## src/mlfq_pkg.sv

```systemverilog
// Shared constants, types and helper functions of the task scheduler.
`timescale 1ns / 1ps

package mlfq_pkg;

    localparam int TASK_SLOTS   = 64;
    localparam int LEVEL_COUNT  = 5;

    localparam int SLOT_W       = $clog2(TASK_SLOTS);
    localparam int CNT_W        = $clog2(TASK_SLOTS + 1);
    localparam int LVL_W        = $clog2(LEVEL_COUNT);
    localparam int LVLC_W       = $clog2(LEVEL_COUNT + 1);
    localparam int RADDR_W      = $clog2(LEVEL_COUNT * TASK_SLOTS);
    localparam int OP_W         = 3;
    localparam int ID_W         = 6;
    localparam int RSTAT_W      = 2;
    localparam int BASE_W       = 10;
    localparam int SLICE_W      = 16;
    localparam int PROD_W       = LVLC_W + BASE_W;

    localparam int BASE_RESET   = 10;
    localparam int IDLE_SLICE   = 100;
    localparam int CREATE_LEVEL = (2 < LEVEL_COUNT) ? 2 : LEVEL_COUNT - 1;

    typedef enum logic [OP_W-1:0] {
        OP_CREATE  = 3'd0,
        OP_TICK    = 3'd1,
        OP_PICK    = 3'd2,
        OP_BLOCK   = 3'd3,
        OP_WAKE    = 3'd4,
        OP_BOOST   = 3'd5,
        OP_KILL    = 3'd6,
        OP_REQUEUE = 3'd7
    } t_op;

    typedef enum logic [1:0] {
        TS_RUNNING = 2'd0,
        TS_READY   = 2'd1,
        TS_BLOCKED = 2'd2,
        TS_ZOMBIE  = 2'd3
    } t_tstat;

    typedef enum logic [RSTAT_W-1:0] {
        RS_DONE    = 2'd0,
        RS_IGNORED = 2'd1,
        RS_FULL    = 2'd2
    } t_rstat;

    typedef struct packed {
        t_tstat             st;
        logic [LVL_W-1:0]   lvl;
        logic [LVL_W-1:0]   home;
        logic [SLICE_W-1:0] slice;
    } t_task;

    localparam t_task IDLE_ENTRY = '{
        st:    TS_READY,
        lvl:   LVL_W'(LEVEL_COUNT - 1),
        home:  LVL_W'(LEVEL_COUNT - 1),
        slice: SLICE_W'(IDLE_SLICE)
    };

    typedef enum logic [2:0] {
        SS_KEEP, SS_ID, SS_NEW, SS_RUN, SS_POP, SS_ZERO
    } t_slot_sel;

    typedef enum logic [2:0] {
        LS_KEEP, LS_ZERO, LS_CREATE, LS_TASK, LS_HOME, LS_NEXT
    } t_lvl_sel;

    typedef enum logic [3:0] {
        ED_NONE, ED_CREATE, ED_TICK, ED_DEMOTE, ED_RUN, ED_REFILL,
        ED_BLOCK, ED_WAKE, ED_BOOST, ED_KILL, ED_READY
    } t_edit;

    typedef enum logic [3:0] {
        RO_NONE, RO_PUSH, RO_POP, RO_SCAN_INIT, RO_SCAN_RD, RO_SCAN_NEXT,
        RO_SHIFT_RD, RO_SHIFT_WR, RO_REMOVE
    } t_ring_op;

    typedef enum logic [2:0] {
        RES_HOLD, RES_IGNORED, RES_DONE, RES_SLOT, RES_FULL
    } t_res;

    typedef struct packed {
        logic      load_in;
        t_slot_sel slot_sel;
        t_lvl_sel  lvl_sel;
        logic      calc;
        t_edit     edit;
        logic      t_rd;
        logic      t_latch;
        logic      t_wr;
        logic      slots_inc;
        t_ring_op  ring;
        logic      run_set;
        logic      run_clr;
        t_res      res;
    } t_dp_cmd;

    typedef struct packed {
        logic   full;
        logic   id_valid;
        logic   run_valid;
        t_tstat tst;
        logic   slice_zero;
        logic   ring_empty;
        logic   lvl_last;
        logic   match;
        logic   scan_end;
        logic   shift_end;
        logic   out_free;
    } t_dp_stat;

    function automatic logic [LVL_W-1:0] lvl_fix(input logic [LVL_W-1:0] lvl);
        return (32'(lvl) < LEVEL_COUNT) ? lvl : LVL_W'(LEVEL_COUNT - 1);
    endfunction

    // Ring index a + b modulo the ring size; a is below it and b at most it.
    function automatic logic [SLOT_W-1:0] wrap_add(input logic [SLOT_W-1:0] a,
                                                   input logic [CNT_W-1:0]  b);
        logic [CNT_W:0] s;
        s = (CNT_W + 1)'(a) + (CNT_W + 1)'(b);
        if (s >= (CNT_W + 1)'(TASK_SLOTS)) s = s - (CNT_W + 1)'(TASK_SLOTS);
        return SLOT_W'(s);
    endfunction

    function automatic logic [RADDR_W-1:0] ring_addr(input logic [LVL_W-1:0]  lvl,
                                                     input logic [SLOT_W-1:0] idx);
        return RADDR_W'(lvl) * RADDR_W'(TASK_SLOTS) + RADDR_W'(idx);
    endfunction

endpackage

```

## src/mlfq_if.sv

```systemverilog
// Handshake channel interfaces: task operations, results and configuration.
`timescale 1ns / 1ps

interface mlfq_task_if;
    logic                      valid;
    logic                      ready;
    logic [mlfq_pkg::OP_W-1:0] op;
    logic [mlfq_pkg::ID_W-1:0] task_id;
    modport source (output valid, output op, output task_id, input ready);
    modport sink   (input valid, input op, input task_id, output ready);
endinterface

interface mlfq_result_if;
    logic                         valid;
    logic                         ready;
    logic [mlfq_pkg::ID_W-1:0]    chosen_task;
    logic [mlfq_pkg::RSTAT_W-1:0] status;
    modport source (output valid, output chosen_task, output status, input ready);
    modport sink   (input valid, input chosen_task, input status, output ready);
endinterface

interface mlfq_cfg_if;
    logic                        valid;
    logic                        ready;
    logic [mlfq_pkg::BASE_W-1:0] slice_base;
    modport source (output valid, output slice_base, input ready);
    modport sink   (input valid, input slice_base, output ready);
endinterface

```

## src/mlfq_dpath.sv

```systemverilog
// Scheduler datapath: task table, level rings, ring pointers and result register.
`timescale 1ns / 1ps

module mlfq_dpath (
    input  logic                         i_clk,
    input  logic                         i_rst_n,
    input  mlfq_pkg::t_dp_cmd            i_cmd,
    output mlfq_pkg::t_dp_stat           o_stat,
    input  logic [mlfq_pkg::ID_W-1:0]    i_task_id,
    input  logic                         i_cfg_valid,
    input  logic [mlfq_pkg::BASE_W-1:0]  i_cfg_data,
    output logic                         o_out_valid,
    input  logic                         i_out_ready,
    output logic [mlfq_pkg::ID_W-1:0]    o_chosen_task,
    output logic [mlfq_pkg::RSTAT_W-1:0] o_status
);
    import mlfq_pkg::*;

    t_task              m_task [TASK_SLOTS];
    logic [SLOT_W-1:0]  m_ring [LEVEL_COUNT * TASK_SLOTS];

    logic [BASE_W-1:0]  r_slice_base;
    logic [ID_W-1:0]    r_id;
    logic [SLOT_W-1:0]  r_slot;
    logic [LVL_W-1:0]   r_lvl;
    t_task              r_task;
    t_task              r_tq;
    logic [SLICE_W-1:0] r_fresh;
    logic [SLOT_W-1:0]  r_rdata;
    logic [SLOT_W-1:0]  r_head [LEVEL_COUNT];
    logic [SLOT_W-1:0]  r_tail [LEVEL_COUNT];
    logic [CNT_W-1:0]   r_count [LEVEL_COUNT];
    logic [CNT_W-1:0]   r_i;
    logic [CNT_W-1:0]   r_n;
    logic               r_run_valid;
    logic [SLOT_W-1:0]  r_run_slot;
    logic [CNT_W-1:0]   r_slots_used;
    logic               r_s0_written;
    logic               r_out_valid;
    logic [ID_W-1:0]    r_chosen;
    t_rstat             r_status;

    logic [SLOT_W-1:0]  w_head;
    logic [SLOT_W-1:0]  w_tail;
    logic [CNT_W-1:0]   w_count;
    logic               w_ring_full;
    logic [LVLC_W-1:0]  w_units;
    logic [PROD_W-1:0]  w_prod;
    t_task              w_edit;
    logic [RADDR_W-1:0] w_raddr;
    logic               w_ring_we;
    logic               w_ring_re;
    logic [SLOT_W-1:0]  w_ring_wdata;

    assign w_head      = r_head[r_lvl];
    assign w_tail      = r_tail[r_lvl];
    assign w_count     = r_count[r_lvl];
    assign w_ring_full = (w_count >= CNT_W'(TASK_SLOTS));
    assign w_units     = LVLC_W'(LEVEL_COUNT) - LVLC_W'(lvl_fix(r_lvl));
    assign w_prod      = PROD_W'(w_units) * PROD_W'(r_slice_base);

    always_comb begin
        w_edit = r_task;
        case (i_cmd.edit)
            ED_CREATE: begin
                w_edit.st    = TS_READY;
                w_edit.lvl   = r_lvl;
                w_edit.home  = r_lvl;
                w_edit.slice = r_fresh;
            end
            ED_TICK: begin
                if (r_task.slice != '0) w_edit.slice = r_task.slice - SLICE_W'(1);
            end
            ED_DEMOTE: begin
                w_edit.st = TS_READY;
                if (32'(r_task.lvl) + 1 < LEVEL_COUNT) w_edit.lvl = r_task.lvl + LVL_W'(1);
            end
            ED_RUN:    w_edit.st = TS_RUNNING;
            ED_REFILL: begin
                if (r_task.slice == '0) w_edit.slice = r_fresh;
            end
            ED_BLOCK:  w_edit.st = TS_BLOCKED;
            ED_WAKE: begin
                w_edit.st    = TS_READY;
                w_edit.lvl   = r_lvl;
                w_edit.slice = r_fresh;
            end
            ED_BOOST: begin
                w_edit.st    = TS_READY;
                w_edit.home  = r_task.lvl;
                w_edit.lvl   = '0;
                w_edit.slice = r_fresh;
            end
            ED_KILL:   w_edit.st = TS_ZOMBIE;
            ED_READY:  w_edit.st = TS_READY;
            default:   w_edit = r_task;
        endcase
    end

    always_comb begin
        w_raddr      = ring_addr(r_lvl, w_head);
        w_ring_we    = 1'b0;
        w_ring_re    = 1'b0;
        w_ring_wdata = r_rdata;
        case (i_cmd.ring)
            RO_PUSH: begin
                w_raddr      = ring_addr(r_lvl, w_tail);
                w_ring_we    = !w_ring_full;
                w_ring_wdata = r_slot;
            end
            RO_POP: w_ring_re = 1'b1;
            RO_SCAN_RD: begin
                w_raddr   = ring_addr(r_lvl, wrap_add(w_head, r_i));
                w_ring_re = 1'b1;
            end
            RO_SHIFT_RD: begin
                w_raddr   = ring_addr(r_lvl, wrap_add(w_head, r_i + CNT_W'(1)));
                w_ring_re = 1'b1;
            end
            RO_SHIFT_WR: begin
                w_raddr   = ring_addr(r_lvl, wrap_add(w_head, r_i));
                w_ring_we = 1'b1;
            end
            default: w_ring_we = 1'b0;
        endcase
    end

    // Memories.
    always_ff @(posedge i_clk) begin
        if (w_ring_we) m_ring[w_raddr] <= w_ring_wdata;
        if (w_ring_re) r_rdata <= m_ring[w_raddr];
        if (i_cmd.t_wr) m_task[r_slot] <= w_edit;
        if (i_cmd.t_rd) r_tq <= m_task[r_slot];
    end

    // Working payload registers.
    always_ff @(posedge i_clk) begin
        if (i_cmd.load_in) r_id <= i_task_id;
        case (i_cmd.slot_sel)
            SS_ID:   r_slot <= SLOT_W'(r_id);
            SS_NEW:  r_slot <= SLOT_W'(r_slots_used);
            SS_RUN:  r_slot <= r_run_slot;
            SS_POP:  r_slot <= r_rdata;
            SS_ZERO: r_slot <= '0;
            default: r_slot <= r_slot;
        endcase
        case (i_cmd.lvl_sel)
            LS_ZERO:   r_lvl <= '0;
            LS_CREATE: r_lvl <= LVL_W'(CREATE_LEVEL);
            LS_TASK:   r_lvl <= lvl_fix(r_task.lvl);
            LS_HOME:   r_lvl <= lvl_fix(r_task.home);
            LS_NEXT:   r_lvl <= r_lvl + LVL_W'(1);
            default:   r_lvl <= r_lvl;
        endcase
        if (i_cmd.calc) r_fresh <= SLICE_W'(w_prod);
        if (i_cmd.t_latch) begin
            // The idle task keeps its reset entry until first written back.
            r_task <= (r_slot == '0 && !r_s0_written) ? IDLE_ENTRY : r_tq;
        end else if (i_cmd.edit != ED_NONE) begin
            r_task <= w_edit;
        end
        case (i_cmd.ring)
            RO_SCAN_INIT: begin
                r_i <= '0;
                r_n <= w_count;
            end
            RO_SCAN_NEXT, RO_SHIFT_WR: r_i <= r_i + CNT_W'(1);
            default: r_i <= r_i;
        endcase
        case (i_cmd.res)
            RES_IGNORED: begin
                r_chosen <= '0;
                r_status <= RS_IGNORED;
            end
            RES_DONE: begin
                r_chosen <= '0;
                r_status <= RS_DONE;
            end
            RES_SLOT: begin
                r_chosen <= ID_W'(r_slot);
                r_status <= RS_DONE;
            end
            RES_FULL: begin
                r_chosen <= '0;
                r_status <= RS_FULL;
            end
            default: r_chosen <= r_chosen;
        endcase
    end

    // Control state.
    always_ff @(posedge i_clk) begin
        if (!i_rst_n) begin
            r_slice_base <= BASE_W'(BASE_RESET);
            for (int k = 0; k < LEVEL_COUNT; k++) begin
                r_head[k]  <= '0;
                r_tail[k]  <= '0;
                r_count[k] <= '0;
            end
            r_run_valid  <= 1'b0;
            r_run_slot   <= '0;
            r_slots_used <= CNT_W'(1);
            r_s0_written <= 1'b0;
            r_out_valid  <= 1'b0;
        end else begin
            if (i_cfg_valid) r_slice_base <= i_cfg_data;
            case (i_cmd.ring)
                RO_PUSH: begin
                    if (!w_ring_full) begin
                        r_tail[r_lvl]  <= wrap_add(w_tail, CNT_W'(1));
                        r_count[r_lvl] <= w_count + CNT_W'(1);
                    end
                end
                RO_POP: begin
                    r_head[r_lvl]  <= wrap_add(w_head, CNT_W'(1));
                    r_count[r_lvl] <= w_count - CNT_W'(1);
                end
                RO_REMOVE: begin
                    r_tail[r_lvl]  <= (w_tail == '0) ? SLOT_W'(TASK_SLOTS - 1)
                                                     : w_tail - SLOT_W'(1);
                    r_count[r_lvl] <= w_count - CNT_W'(1);
                end
                default: r_count[r_lvl] <= w_count;
            endcase
            if (i_cmd.run_set) begin
                r_run_valid <= 1'b1;
                r_run_slot  <= r_slot;
            end else if (i_cmd.run_clr && r_run_valid && r_run_slot == r_slot) begin
                r_run_valid <= 1'b0;
            end
            if (i_cmd.slots_inc) r_slots_used <= r_slots_used + CNT_W'(1);
            if (i_cmd.t_wr && r_slot == '0) r_s0_written <= 1'b1;
            if (i_cmd.res != RES_HOLD) r_out_valid <= 1'b1;
            else if (i_out_ready)      r_out_valid <= 1'b0;
        end
    end

    always_comb begin
        o_stat.full       = (r_slots_used >= CNT_W'(TASK_SLOTS));
        o_stat.id_valid   = (32'(r_id) < 32'(r_slots_used)) && (32'(r_id) < TASK_SLOTS);
        o_stat.run_valid  = r_run_valid;
        o_stat.tst        = r_task.st;
        o_stat.slice_zero = (r_task.slice == '0);
        o_stat.ring_empty = (w_count == '0);
        o_stat.lvl_last   = (r_lvl == LVL_W'(LEVEL_COUNT - 1));
        o_stat.match      = (r_rdata == r_slot);
        o_stat.scan_end   = (r_i >= r_n);
        o_stat.shift_end  = ((CNT_W + 1)'(r_i) + (CNT_W + 1)'(1) >= (CNT_W + 1)'(r_n));
        o_stat.out_free   = !r_out_valid || i_out_ready;
    end

    assign o_out_valid   = r_out_valid;
    assign o_chosen_task = r_chosen;
    assign o_status      = r_status;

    a_slots_range: assert property (@(posedge i_clk) disable iff (!i_rst_n)
        r_slots_used != '0 && r_slots_used <= CNT_W'(TASK_SLOTS))
        else $error("slots_used out of range");
    a_run_in_use: assert property (@(posedge i_clk) disable iff (!i_rst_n)
        r_run_valid |-> 32'(r_run_slot) < 32'(r_slots_used))
        else $error("running slot not in use");
    a_res_valid: assert property (@(posedge i_clk) disable iff (!i_rst_n)
        i_cmd.res != RES_HOLD |=> r_out_valid)
        else $error("result loaded without valid");

endmodule

```

## src/mlfq_ctrl.sv

```systemverilog
// Scheduler controller: sequences each operation over the datapath.
`timescale 1ns / 1ps

module mlfq_ctrl (
    input  logic                      i_clk,
    input  logic                      i_rst_n,
    input  logic                      i_valid,
    input  logic [mlfq_pkg::OP_W-1:0] i_op,
    output logic                      o_ready,
    input  mlfq_pkg::t_dp_stat        i_stat,
    output mlfq_pkg::t_dp_cmd         o_cmd
);
    import mlfq_pkg::*;

    typedef enum logic [4:0] {
        S_IDLE, S_DEC, S_RD, S_LAT, S_EXEC, S_CALC, S_CR_WR, S_PK_CHK, S_PK_POP,
        S_PK_WR, S_WK_WR, S_BO_E, S_BO_LVL, S_TK_END, S_TK_DW, S_PUSH,
        S_RM_INIT, S_RM_TEST, S_RM_CMP, S_RM_SH, S_RM_SW, S_FIN
    } t_state;

    t_state r_state, n_state;
    t_op    r_op, n_op;
    t_res   r_res, n_res;
    logic   r_idle, n_idle;

    assign o_ready = (r_state == S_IDLE);

    always_comb begin
        n_state = r_state;
        n_op    = r_op;
        n_res   = r_res;
        n_idle  = r_idle;
        o_cmd   = '0;
        unique case (r_state)
            S_IDLE: begin
                if (i_valid) begin
                    o_cmd.load_in = 1'b1;
                    n_op          = t_op'(i_op);
                    n_state       = S_DEC;
                end
            end
            S_DEC: begin
                unique case (r_op)
                    OP_CREATE: begin
                        if (i_stat.full) begin
                            n_res   = RES_FULL;
                            n_state = S_FIN;
                        end else begin
                            o_cmd.slot_sel = SS_NEW;
                            o_cmd.lvl_sel  = LS_CREATE;
                            n_state        = S_CALC;
                        end
                    end
                    OP_TICK: begin
                        if (!i_stat.run_valid) begin
                            n_res   = RES_IGNORED;
                            n_state = S_FIN;
                        end else begin
                            o_cmd.slot_sel = SS_RUN;
                            n_state        = S_RD;
                        end
                    end
                    OP_PICK: begin
                        n_idle        = 1'b0;
                        o_cmd.lvl_sel = LS_ZERO;
                        n_state       = S_PK_CHK;
                    end
                    default: begin
                        if (!i_stat.id_valid) begin
                            n_res   = RES_IGNORED;
                            n_state = S_FIN;
                        end else begin
                            o_cmd.slot_sel = SS_ID;
                            n_state        = S_RD;
                        end
                    end
                endcase
            end
            S_RD: begin
                o_cmd.t_rd = 1'b1;
                n_state    = S_LAT;
            end
            S_LAT: begin
                o_cmd.t_latch = 1'b1;
                n_state       = S_EXEC;
            end
            S_EXEC: begin
                n_res   = RES_IGNORED;
                n_state = S_FIN;
                unique case (r_op)
                    OP_TICK: begin
                        if (i_stat.tst == TS_RUNNING) begin
                            o_cmd.edit = ED_TICK;
                            n_state    = S_TK_END;
                        end
                    end
                    OP_PICK: begin
                        if (i_stat.tst == TS_READY) begin
                            o_cmd.edit    = ED_RUN;
                            o_cmd.run_set = 1'b1;
                            if (r_idle) begin
                                o_cmd.t_wr = 1'b1;
                                n_res      = RES_SLOT;
                            end else begin
                                o_cmd.lvl_sel = LS_TASK;
                                n_state       = S_CALC;
                            end
                        end else if (!r_idle) begin
                            if (i_stat.lvl_last) begin
                                o_cmd.slot_sel = SS_ZERO;
                                n_idle         = 1'b1;
                                n_state        = S_RD;
                            end else begin
                                o_cmd.lvl_sel = LS_NEXT;
                                n_state       = S_PK_CHK;
                            end
                        end
                    end
                    OP_BLOCK: begin
                        o_cmd.edit    = ED_BLOCK;
                        o_cmd.t_wr    = 1'b1;
                        o_cmd.lvl_sel = LS_TASK;
                        o_cmd.run_clr = 1'b1;
                        n_state       = S_RM_INIT;
                    end
                    OP_WAKE: begin
                        if (i_stat.tst == TS_BLOCKED) begin
                            o_cmd.lvl_sel = LS_HOME;
                            n_state       = S_CALC;
                        end
                    end
                    OP_BOOST: begin
                        o_cmd.lvl_sel = LS_ZERO;
                        n_state       = S_CALC;
                    end
                    OP_KILL: begin
                        if (i_stat.tst != TS_ZOMBIE) begin
                            o_cmd.edit    = ED_KILL;
                            o_cmd.t_wr    = 1'b1;
                            o_cmd.lvl_sel = LS_TASK;
                            o_cmd.run_clr = 1'b1;
                            n_state       = S_RM_INIT;
                        end
                    end
                    OP_REQUEUE: begin
                        if (i_stat.tst == TS_RUNNING) begin
                            o_cmd.edit    = ED_READY;
                            o_cmd.t_wr    = 1'b1;
                            o_cmd.lvl_sel = LS_TASK;
                            o_cmd.run_clr = 1'b1;
                            n_state       = S_PUSH;
                        end
                    end
                    default: n_state = S_FIN;
                endcase
            end
            S_CALC: begin
                o_cmd.calc = 1'b1;
                unique case (r_op)
                    OP_CREATE: n_state = S_CR_WR;
                    OP_PICK:   n_state = S_PK_WR;
                    OP_WAKE:   n_state = S_WK_WR;
                    OP_BOOST:  n_state = S_BO_E;
                    default: begin
                        n_res   = RES_IGNORED;
                        n_state = S_FIN;
                    end
                endcase
            end
            S_CR_WR: begin
                o_cmd.edit      = ED_CREATE;
                o_cmd.t_wr      = 1'b1;
                o_cmd.slots_inc = 1'b1;
                o_cmd.ring      = RO_PUSH;
                n_res           = RES_SLOT;
                n_state         = S_FIN;
            end
            S_PK_CHK: begin
                if (i_stat.ring_empty) begin
                    if (i_stat.lvl_last) begin
                        o_cmd.slot_sel = SS_ZERO;
                        n_idle         = 1'b1;
                        n_state        = S_RD;
                    end else begin
                        o_cmd.lvl_sel = LS_NEXT;
                    end
                end else begin
                    o_cmd.ring = RO_POP;
                    n_state    = S_PK_POP;
                end
            end
            S_PK_POP: begin
                o_cmd.slot_sel = SS_POP;
                n_state        = S_RD;
            end
            S_PK_WR: begin
                o_cmd.edit = ED_REFILL;
                o_cmd.t_wr = 1'b1;
                n_res      = RES_SLOT;
                n_state    = S_FIN;
            end
            S_WK_WR: begin
                o_cmd.edit = ED_WAKE;
                o_cmd.t_wr = 1'b1;
                o_cmd.ring = RO_PUSH;
                n_res      = RES_DONE;
                n_state    = S_FIN;
            end
            S_BO_E: begin
                o_cmd.edit    = ED_BOOST;
                o_cmd.t_wr    = 1'b1;
                o_cmd.lvl_sel = LS_TASK;
                n_state       = S_RM_INIT;
            end
            S_BO_LVL: begin
                o_cmd.lvl_sel = LS_ZERO;
                n_state       = S_PUSH;
            end
            S_TK_END: begin
                if (i_stat.slice_zero) begin
                    o_cmd.edit = ED_DEMOTE;
                    n_state    = S_TK_DW;
                end else begin
                    o_cmd.t_wr = 1'b1;
                    n_res      = RES_DONE;
                    n_state    = S_FIN;
                end
            end
            S_TK_DW: begin
                o_cmd.t_wr    = 1'b1;
                o_cmd.lvl_sel = LS_TASK;
                o_cmd.run_clr = 1'b1;
                n_state       = S_PUSH;
            end
            S_PUSH: begin
                o_cmd.ring = RO_PUSH;
                n_res      = RES_DONE;
                n_state    = S_FIN;
            end
            S_RM_INIT: begin
                o_cmd.ring = RO_SCAN_INIT;
                n_state    = S_RM_TEST;
            end
            S_RM_TEST: begin
                if (i_stat.scan_end) begin
                    if (r_op == OP_BOOST) begin
                        n_state = S_BO_LVL;
                    end else begin
                        n_res   = RES_DONE;
                        n_state = S_FIN;
                    end
                end else begin
                    o_cmd.ring = RO_SCAN_RD;
                    n_state    = S_RM_CMP;
                end
            end
            S_RM_CMP: begin
                if (i_stat.match) begin
                    n_state = S_RM_SH;
                end else begin
                    o_cmd.ring = RO_SCAN_NEXT;
                    n_state    = S_RM_TEST;
                end
            end
            S_RM_SH: begin
                if (i_stat.shift_end) begin
                    o_cmd.ring = RO_REMOVE;
                    if (r_op == OP_BOOST) begin
                        n_state = S_BO_LVL;
                    end else begin
                        n_res   = RES_DONE;
                        n_state = S_FIN;
                    end
                end else begin
                    o_cmd.ring = RO_SHIFT_RD;
                    n_state    = S_RM_SW;
                end
            end
            S_RM_SW: begin
                o_cmd.ring = RO_SHIFT_WR;
                n_state    = S_RM_SH;
            end
            S_FIN: begin
                if (i_stat.out_free) begin
                    o_cmd.res = r_res;
                    n_state   = S_IDLE;
                end
            end
            default: n_state = S_IDLE;
        endcase
    end

    always_ff @(posedge i_clk) begin
        if (!i_rst_n) begin
            r_state <= S_IDLE;
            r_op    <= OP_CREATE;
            r_res   <= RES_HOLD;
            r_idle  <= 1'b0;
        end else begin
            r_state <= n_state;
            r_op    <= n_op;
            r_res   <= n_res;
            r_idle  <= n_idle;
        end
    end

    a_accept_decode: assert property (@(posedge i_clk) disable iff (!i_rst_n)
        i_valid && o_ready |=> r_state == S_DEC)
        else $error("accepted transaction not decoded");
    a_fin_waits: assert property (@(posedge i_clk) disable iff (!i_rst_n)
        r_state == S_FIN && !i_stat.out_free |=> r_state == S_FIN)
        else $error("result dropped while output stalled");

endmodule

```

## src/mlfq_task_scheduler_top.sv

```systemverilog
// Top level of the multilevel feedback queue task scheduler.
`timescale 1ns / 1ps
//
// Usage:
// i_task carries one operation per transaction (op, task_id). Each accepted
// transaction produces exactly one transaction on o_result (chosen_task,
// status), in order. i_cfg writes the slice_base register; it is always
// ready and should only be written while the scheduler is idle.
// Sequencing: an operation rejected at decode (full table, no running task or
// an invalid id) goes straight to its final state. The ring removal done by
// block, kill and boost grows with N, the ring length of one level: the scan
// reads and compares one ring entry at a time, and the shift reads and then
// writes each entry through the single-port ring memory. Pick next steps over
// each empty level and pops the head entry of each nonempty level until it
// finds a ready task; a tick adds a demote and a push when the slice runs out.
// One operation is in flight at a time, but the next transaction is accepted
// while the previous result still waits in the output register.
// Reset: synchronous, active low. It empties all rings, marks only slot 0 in
// use, holding the ready idle task, and needs no clearing pass.
// When the receiver stalls o_result, the finished operation waits in its
// final state until the result register frees up.

module mlfq_task_scheduler_top (
    input  logic   i_clk,
    input  logic   i_rst_n,
    mlfq_task_if.sink     i_task,
    mlfq_result_if.source o_result,
    mlfq_cfg_if.sink      i_cfg
);
    import mlfq_pkg::*;

    t_dp_cmd  w_cmd;
    t_dp_stat w_stat;
    logic     w_ready;

    // The controller owns the operation sequencing and the input handshake.
    mlfq_ctrl u_ctrl (
        .i_clk   (i_clk),
        .i_rst_n (i_rst_n),
        .i_valid (i_task.valid),
        .i_op    (i_task.op),
        .o_ready (w_ready),
        .i_stat  (w_stat),
        .o_cmd   (w_cmd)
    );

    // The datapath holds all scheduler state and the result register.
    mlfq_dpath u_dpath (
        .i_clk         (i_clk),
        .i_rst_n       (i_rst_n),
        .i_cmd         (w_cmd),
        .o_stat        (w_stat),
        .i_task_id     (i_task.task_id),
        .i_cfg_valid   (i_cfg.valid),
        .i_cfg_data    (i_cfg.slice_base),
        .o_out_valid   (o_result.valid),
        .i_out_ready   (o_result.ready),
        .o_chosen_task (o_result.chosen_task),
        .o_status      (o_result.status)
    );

    assign i_task.ready = w_ready;
    assign i_cfg.ready  = 1'b1;

endmodule

```

## src/flat_wrapper.sv

```systemverilog
// flat-port wrapper written by rule: the top's interface ports become plain ports
module mlfq_task_scheduler_top_flat import mlfq_pkg::*;
  (i_clk, i_rst_n, i_task_valid, i_task_op, i_task_task_id, i_task_ready, o_result_valid, o_result_chosen_task, o_result_status, o_result_ready, i_cfg_valid, i_cfg_slice_base, i_cfg_ready);
  mlfq_task_if i_task_i ();
  mlfq_result_if o_result_i ();
  mlfq_cfg_if i_cfg_i ();
  input  logic i_clk;
  input  logic i_rst_n;
  input wire logic [$bits(i_task_i.valid)-1:0] i_task_valid;
  input wire logic [$bits(i_task_i.op)-1:0] i_task_op;
  input wire logic [$bits(i_task_i.task_id)-1:0] i_task_task_id;
  output wire logic [$bits(i_task_i.ready)-1:0] i_task_ready;
  output wire logic [$bits(o_result_i.valid)-1:0] o_result_valid;
  output wire logic [$bits(o_result_i.chosen_task)-1:0] o_result_chosen_task;
  output wire logic [$bits(o_result_i.status)-1:0] o_result_status;
  input wire logic [$bits(o_result_i.ready)-1:0] o_result_ready;
  input wire logic [$bits(i_cfg_i.valid)-1:0] i_cfg_valid;
  input wire logic [$bits(i_cfg_i.slice_base)-1:0] i_cfg_slice_base;
  output wire logic [$bits(i_cfg_i.ready)-1:0] i_cfg_ready;
  assign i_task_i.valid = i_task_valid;
  assign i_task_i.op = i_task_op;
  assign i_task_i.task_id = i_task_task_id;
  assign i_task_ready = i_task_i.ready;
  assign o_result_valid = o_result_i.valid;
  assign o_result_chosen_task = o_result_i.chosen_task;
  assign o_result_status = o_result_i.status;
  assign o_result_i.ready = o_result_ready;
  assign i_cfg_i.valid = i_cfg_valid;
  assign i_cfg_i.slice_base = i_cfg_slice_base;
  assign i_cfg_ready = i_cfg_i.ready;
  mlfq_task_scheduler_top u_core (.i_clk(i_clk), .i_rst_n(i_rst_n), .i_task(i_task_i), .o_result(o_result_i), .i_cfg(i_cfg_i));
endmodule
```

## config.mk

```make
export PLATFORM = sky130hd
export DESIGN_NAME = mlfq_task_scheduler_top_flat
export DESIGN_NICKNAME = d
export VERILOG_FILES = /design/src/mlfq_pkg.sv /design/src/mlfq_if.sv /design/src/mlfq_dpath.sv /design/src/mlfq_ctrl.sv /design/src/mlfq_task_scheduler_top.sv /design/src/flat_wrapper.sv
export SDC_FILE = /design/constraint.sdc
export NUM_CORES = 2
export LEC_CHECK = 0
export ABC_AREA = 1
export BUFFER_PORTS_ARGS = -buffer_cell sky130_fd_sc_hd__buf_2
export CAP_MARGIN = 5
export CORE_MARGIN = 5
export CORE_UTILIZATION = 33
export DETAILED_ROUTE_END_ITERATION = 8
export GPL_ROUTABILITY_DRIVEN = 0
export PLACE_DENSITY = 0.5
export SYNTH_ARGS = -nofsm -noshare
export SYNTH_HDL_FRONTEND = slang
export SYNTH_SLANG_ARGS = --single-unit
```

## constraint.sdc

```tcl
create_clock -name i_clk -period 33.5 [get_ports i_clk]
set_input_delay 6.7 -clock i_clk [delete_from_list [all_inputs] [get_ports i_clk]]
set_output_delay 6.7 -clock i_clk [all_outputs]
set_load 0.02 [all_outputs]
```

==> Word level (Yosys, flattened, before mapping) <==
Memories as Yosys holds them, arrays and structs flattened. A register that Yosys moved wholly into a read port is not among the register bits.
Index checks and enable logic that the tools add are counted.
{ "word_totals": {"mem_count": 5, "wordCells": 371, "mem_bits_rw": 3551, "reg_bits": 112, "in_bits": 24, "out_inout_bits": 11} }
{ "mem_list": {"columns": ["name", "depth", "word_bits", "read_ports", "rd_ports_with_merged_regs", "wr", "line", "text"], "rows": [
  ["u_core.u_dpath.m_ring", 320, 6, 1, 1, 1, "mlfq_dpath.sv:20", "logic [SLOT_W-1:0] m_ring [LEVEL_COUNT * TASK_SLOTS];"],
  ["u_core.u_dpath.m_task", 64, 24, 1, 1, 1, "mlfq_dpath.sv:19", "t_task m_task [TASK_SLOTS];"],
  ["u_core.u_dpath.r_count", 5, 7, 1, 1, 5, "mlfq_dpath.sv:32", "logic [CNT_W-1:0] r_count [LEVEL_COUNT];"],
  ["u_core.u_dpath.r_head", 5, 6, 1, 1, 5, "mlfq_dpath.sv:30", "logic [SLOT_W-1:0] r_head [LEVEL_COUNT];"],
  ["u_core.u_dpath.r_tail", 5, 6, 1, 1, 5, "mlfq_dpath.sv:31", "logic [SLOT_W-1:0] r_tail [LEVEL_COUNT];"]
]} }
{ "classes": {"mux": 169, "n_lt_le_gt_ge": 13, "n_addsub": 24, "reduce_logical": 51, "n_mul": 1, "n_bitwise": 4, "eq_ne": 82} }
{ "ops": {"columns": ["cell", "n"], "rows": [
  ["6-bit two-way mux", 19],
  ["3-bit two-way mux", 31],
  ["5-bit two-way mux", 18],
  ["5-bit one-hot mux with 18 select lines", 1],
  ["24-bit two-way mux", 3],
  ["1-bit two-way mux", 48],
  ["16-bit one-hot mux with 3 select lines", 1],
  ["9-bit by 6-bit adder with 9-bit output", 5],
  ["5-bit by 4-bit == test with 1-bit output, second input constant", 8],
  ["9-bit one-hot mux with 4 select lines", 1],
  ["5-bit one-hot mux with 7 select lines", 1],
  ["4-bit by 3-bit == test with 1-bit output, second input constant", 8],
  ["16-bit two-way mux", 2],
  ["3-bit == test, second input constant", 10],
  ["5-bit == test, second input constant", 6],
  ["3-bit one-hot mux with 5 select lines", 2],
  ["6-bit one-hot mux with 5 select lines", 1],
  ["6-bit by 1-bit subtractor with 6-bit output, second input constant", 5],
  ["7-bit greater-or-equal comparator, second input constant", 4],
  ["7-bit two-way mux", 4],
  ["4-bit one-hot mux with 7 select lines", 1],
  ["3-bit one-hot mux with 3 select lines", 3],
  ["3-bit by 2-bit == test with 1-bit output, second input constant", 8],
  ["3-bit one-hot mux with 8 select lines", 1],
  ["72 further kinds", 153]
]} }

==> Longest topological paths before layout <==
{ "logic_depth": {"ltp_word": 13, "ltp_mapped": 32} }

==> By module <==
A second synthesis with hierarchy kept.
{ "hier_totals": {"hier_cells": 13310, "hier_area_um2": 154384.3} }
{ "modules_own_cells": {"columns": ["module", "area_per_inst_um2", "cells_per_inst", "instances"], "rows": [
  ["mlfq_dpath", 152757.8, 12993, 1],
  ["mlfq_ctrl", 1615.3, 315, 1],
  ["mlfq_task_scheduler_top", 11.3, 2, 1]
]} }

==> Worst setup path before layout <==
OpenSTA, ideal clock, no wires.
{ "synth_timing": {"path_kind": "register to register", "from": "register u_core.u_ctrl.r_state[3]", "to": "memory u_core.u_dpath.m_ring[0][0] in the netlist's numbering, data pin", "path_slack_ns": 17.182, "required_time_ns": 30.816, "n_path_buf": 2, "stages_incl_launch_ff": 10, "arrival_time_ns": 13.634, "path_cell_list": "dfxtp_1 -> inv_1 -> nand2_1 -> nor2_1 -> nand2_2 -> o21ai_2 -> nor2_2 -> buf_2 -> clkbuf_1 -> o21ai_0"} }
{ "synth_between": {"elab_chain_cells": 5, "elab_cells_between_ends": 13, "classes_between": "eq/ne: 10; mux: 2; reduce/logical: 1"} }
{ "synth_rtl": {"columns": ["element", "line", "text"], "rows": [
  ["from (decl)", "mlfq_ctrl.sv:21", "t_state r_state, n_state;"],
  ["from (signal assigned)", "mlfq_ctrl.sv:300", "r_state <= n_state;"],
  ["5-bit by 4-bit == test with 1-bit output / 5-bit by 3-bit == test with 1-bit output (equally long branches)", "mlfq_ctrl.sv:34", "unique case (r_state)"],
  ["3-bit OR reduction (no line)", null, null],
  ["4-bit one-hot mux with 7 select lines (*)", "mlfq_ctrl.sv:34", null],
  ["4-bit by 1-bit == test with 1-bit output (*)", "mlfq_dpath.sv:105", "case (i_cmd.ring)"],
  ["6-bit two-way mux (*)", "mlfq_dpath.sv:105", null],
  ["via u_core.u_dpath.w_ring_wdata[0]", "mlfq_dpath.sv:53", "logic [SLOT_W-1:0] w_ring_wdata;"],
  ["to (decl)", "mlfq_dpath.sv:20", null]
]} }
The timed path passes the listed nets; every way through them passes the cells marked *.

==> Worst setup path in the final report <==
{ "layout_timing": {"from": "register u_core.u_ctrl.r_state[2]", "to": "output i_task_ready"} }
{ "layout_between": {"elab_chain_cells": 1} }
{ "layout_rtl": {"columns": ["element", "line", "text"], "rows": [
  ["5-bit zero test", "mlfq_ctrl.sv:26", "assign o_ready = (r_state == S_IDLE);"],
  ["to (decl)", "flat_wrapper.sv:12", "output wire logic [$bits(i_task_i.ready)-1:0] i_task_ready;"]
]} }
Every way passes these cells.

==> flow_metrics.env <==
export IMPL_p_int_w=0.00933
export IMPL_critical_path_required_ns=26.80
export IMPL_fin_ws_ns=24.36
export IMPL_cp_slowest_cell="nor2_1"
export IMPL_cts_tree="built"
export IMPL_rows=249
export IMPL_cts_clk_slew_worst_paths_ns=0.06
export IMPL_seq_area_frac_synth_pct=74.0
export IMPL_antenna_found_initial=22
export IMPL_grt_max_degree=146
export IMPL_p_switching_w=0.00673
export IMPL_drt_iter0_drc=9460
export IMPL_cts_root_buf="clkbuf_16"
export IMPL_power_density_nw_per_um2=93.3
export IMPL_mappedNetlistArea_um2=152000
export IMPL_start_kind="flip-flop"
export IMPL_avgSynthCellArea_um2=12.1
export IMPL_synthCells=12550
export IMPL_maxCapViolCount=0
export IMPL_synth_top_area_share_pct=73.4
export IMPL_synth_fp_nets=12633
export IMPL_crit_path_max_incr_delay_ns=0.49
export IMPL_multi_input_area_um2=36400
export IMPL_hold_ws_ns=0.461
export IMPL_cts_setup_buffers=0
export IMPL_worstPathMaxFanout=4
export IMPL_setup_violations=0
export IMPL_worst_ep_arrival_time_ns=2.44
export IMPL_drive_gt1_share_pct=8.03
export IMPL_overflow=0
export IMPL_io_pins=35
export IMPL_end_kind="primary output"
export IMPL_clk_latency_ns=0.97
export IMPL_leakagePower_nw=61.0
export IMPL_worst_slew_pin_slew_ns=1.19
export IMPL_p_seq_share_pct=33.8
export IMPL_ys_seq_elements=3753
export IMPL_syn_to_final_growth_pct=13.5
export IMPL_initial_core_util_pct=33.1
export IMPL_routed_wl_um=465000
export IMPL_drc=0
export IMPL_die_h_um=688
export IMPL_synth_edf_count=3712
export IMPL_vias=96967
export IMPL_synthTopCellsByArea="edfxtp_1 (73%), nand2_1 (12%), nor2_1 (2.2%)"
export IMPL_crit_chain="nor2_1 > nand2_1 > nor2_1 > buf_2"
export IMPL_tns_ns=0
export IMPL_ys_flop_type="edfxtp_1"
export IMPL_numCtsBuffers=388
export IMPL_regArea_um2=112000
export IMPL_core_um2=459000
export IMPL_ctsResizeCount=0
export IMPL_ctsHoldBuffers=0
export IMPL_dp_slack_ns=24.25
export IMPL_htree_levels=5
export IMPL_yosys_warnings=0
export IMPL_comb_power_share_pct=39.6
export IMPL_rsz0062_at_grt="false"
export IMPL_grt_pass1_vias=93163
export IMPL_outcome="finished, final reports clean"
export IMPL_crit_family="simple AND/OR/NAND/NOR gates"
export IMPL_antenna_left=0
export IMPL_die_w_um=688
export IMPL_dr_pass1_iters=7
export IMPL_crit_top_cell="nor2_1"
export IMPL_drt_wirelength_per_cell_um=24.4
export IMPL_grt_first_pass_wirelength_um=669000
export IMPL_die_area_um2=474000
export IMPL_num_fill_cells=44414
export IMPL_fmax_ghz=0.109
export IMPL_slew_viol_final=0
export IMPL_holdCritPathClass="flip-flop to flip-flop"
export IMPL_finalNetCount=12657
export IMPL_hold_viol=0
export IMPL_power_frac_clock_pct=26.6
export IMPL_ir_worst_vdd_uv=116
export IMPL_place_port_buffers=33
export IMPL_fin_worst_skew_ns=0.0897
export IMPL_finalCriticalPeriod_ns=9.14
export IMPL_cts_sinks=3753
export IMPL_grt_total_usage_pct=19.0
export IMPL_crit_buf_inv=1
export IMPL_yosys_area_top_type="edfxtp_1"
export IMPL_clockBufferDepth=4
export IMPL_swShare_pct=41.9
export IMPL_worstSetupPathType="flip-flop to primary output"
export IMPL_hpwl_um=260000
export IMPL_fin_crit_sh_pct=27.3
export IMPL_synth_async_reset_ratio_pct=0
export IMPL_ys_types=64
export IMPL_slew_headroom_pct=20.8
export IMPL_viasPerCell=5.09
## layout make-up
cell class	count	area share (%)
inverter	281	0.612
antenna	9	0.0131
multi-input combinational	7852	21.1
tap	6149	4.47
timing repair buffer	298	1.41
clock buffer	464	5.86
sequential	3753	65.2
clock inverter	242	1.33
## cells in the mapped netlist, types with 49 or more instances
library cell and instances:
a22oi_1 226, nand4_1 223, ha_1 49, a21oi_1 120, o21ai_1 110, a221oi_1 222, edfxtp_1 3712, clkbuf_1 403
o21ai_0 174, buf_2 190, nand3_1 493, nand2_1 4866, buf_1 51, a22o_1 176, inv_1 251, nor2_1 908
## cell usage in the layout, fill, tap and decap left out, types with 33 or more instances in the layout
cell       instances
nand4_1          223
ha_1              49
nand2_1         4849
nand3_1          489
a22o_1           176
dfxtp_1           40
buf_2             33
clkbuf_16        391
o22ai_1           35
a22oi_1          226
inv_1            251
o21ai_1          111
a21oi_1          120
xor2_1            33
a221oi_1         222
bufinv_16         36
o21ai_0          164
clkinv_1         104
edfxtp_1        3712
clkinv_2          73
nor2_2            74
buf_4            243
clkbuf_1          69
nor2_1           835
## logic make-up (layout without fill, tap and decap cells)
logic type	after synthesis	after routing	share of synthesized area [%]
AOI/OAI and AO/OA	1169	1169	5.47
and+or+nand+nor	6577	6577	17.2
other	1	10	0.00247
adders and majority gates	59	59	0.536
DFF	3753	3753	74.0
buffers and inverters	945	1285	2.55
xor gates and xnor gates	46	46	0.265
## worst paths after layout
kind / from / end / slack [ns] / cells after the start
setup / recovery: u_core.u_ctrl.r_state[2] / i_task_ready / 24.36 / 4
hold / removal: u_core.u_ctrl.r_res[0] / u_core.u_ctrl.r_res[0] / 0.46 / 2
hold reg to reg: u_core.u_ctrl.r_res[0] / u_core.u_ctrl.r_res[0] / 0.46 / 2
setup reg to reg: flip-flop / u_core.u_dpath.r_rdata[0] / 26.09 / 28
## power groups by stage
stage          clock network (W)  registers, W  logic [W]
2_1_floorplan                  0       0.00560    0.00388
4_1_cts                  0.00435       0.00543    0.00639
3_3_place_gp                   0       0.00553    0.00637
5_1_grt                  0.00454       0.00543    0.00696
3_5_place_dp                   0       0.00553    0.00637
6_report                 0.00427       0.00543    0.00637
## per-stage QoR
step | total power [W] | area (µm²) | utilization (%) | std cells
6_report | 0.0161 | 172000 | 37.5 | 19048
5_1_grt | 0.0169 | 172000 | 37.5 | 19040
4_1_cts | 0.0162 | 172000 | 37.5 | 19039
3_5_place_dp | 0.0119 | 160000 | 34.8 | 18333
3_3_place_gp | 0.0119 | 160000 | 34.8 | 18333
2_1_floorplan | 0.00947 | 152000 | - | 12550
## worst reg2reg max path, delay by kind of cell (launching register included)
| family | cells | cell delay (ns) |
|---|---|---|
| and+or+nand+nor | 14 | 1.41 |
| DFF | 1 | 0.30 |
| adders and majority gates | 2 | 0.73 |
| buffers and inverters | 8 | 3.91 |
| AOI/OAI and AO/OA | 4 | 0.97 |
## metal layers
layer / vias to the layer above / wire length, µm / part of all wire, % / GRT usage, %
met1: 49038 / 212000 / 46 / 27.8
met5: - / 13 / 0.0028 / 0
met3: 567 / 29300 / 6.3 / 2.65
met4: 2 / 11000 / 2.4 / 4.31
met2: 3013 / 213000 / 46 / 30.1
li1: 44347 / - / - / -
## sequential cells by signal (all words and copies together), names as in the netlist, 7 cells and up, named ones only
signal,flops
u_core.u_dpath.m_ring,1920
u_core.u_dpath.m_task,1536
u_core.u_dpath.r_count,56
u_core.u_dpath.r_fresh,13
u_core.u_dpath.r_head,48
u_core.u_dpath.r_i,7
u_core.u_dpath.r_n,7
u_core.u_dpath.r_slice_base,10
u_core.u_dpath.r_slots_used,7
u_core.u_dpath.r_tail,48
u_core.u_dpath.r_task,22
u_core.u_dpath.r_tq,24
No activity file was read; power rests on OpenSTA's default activity.
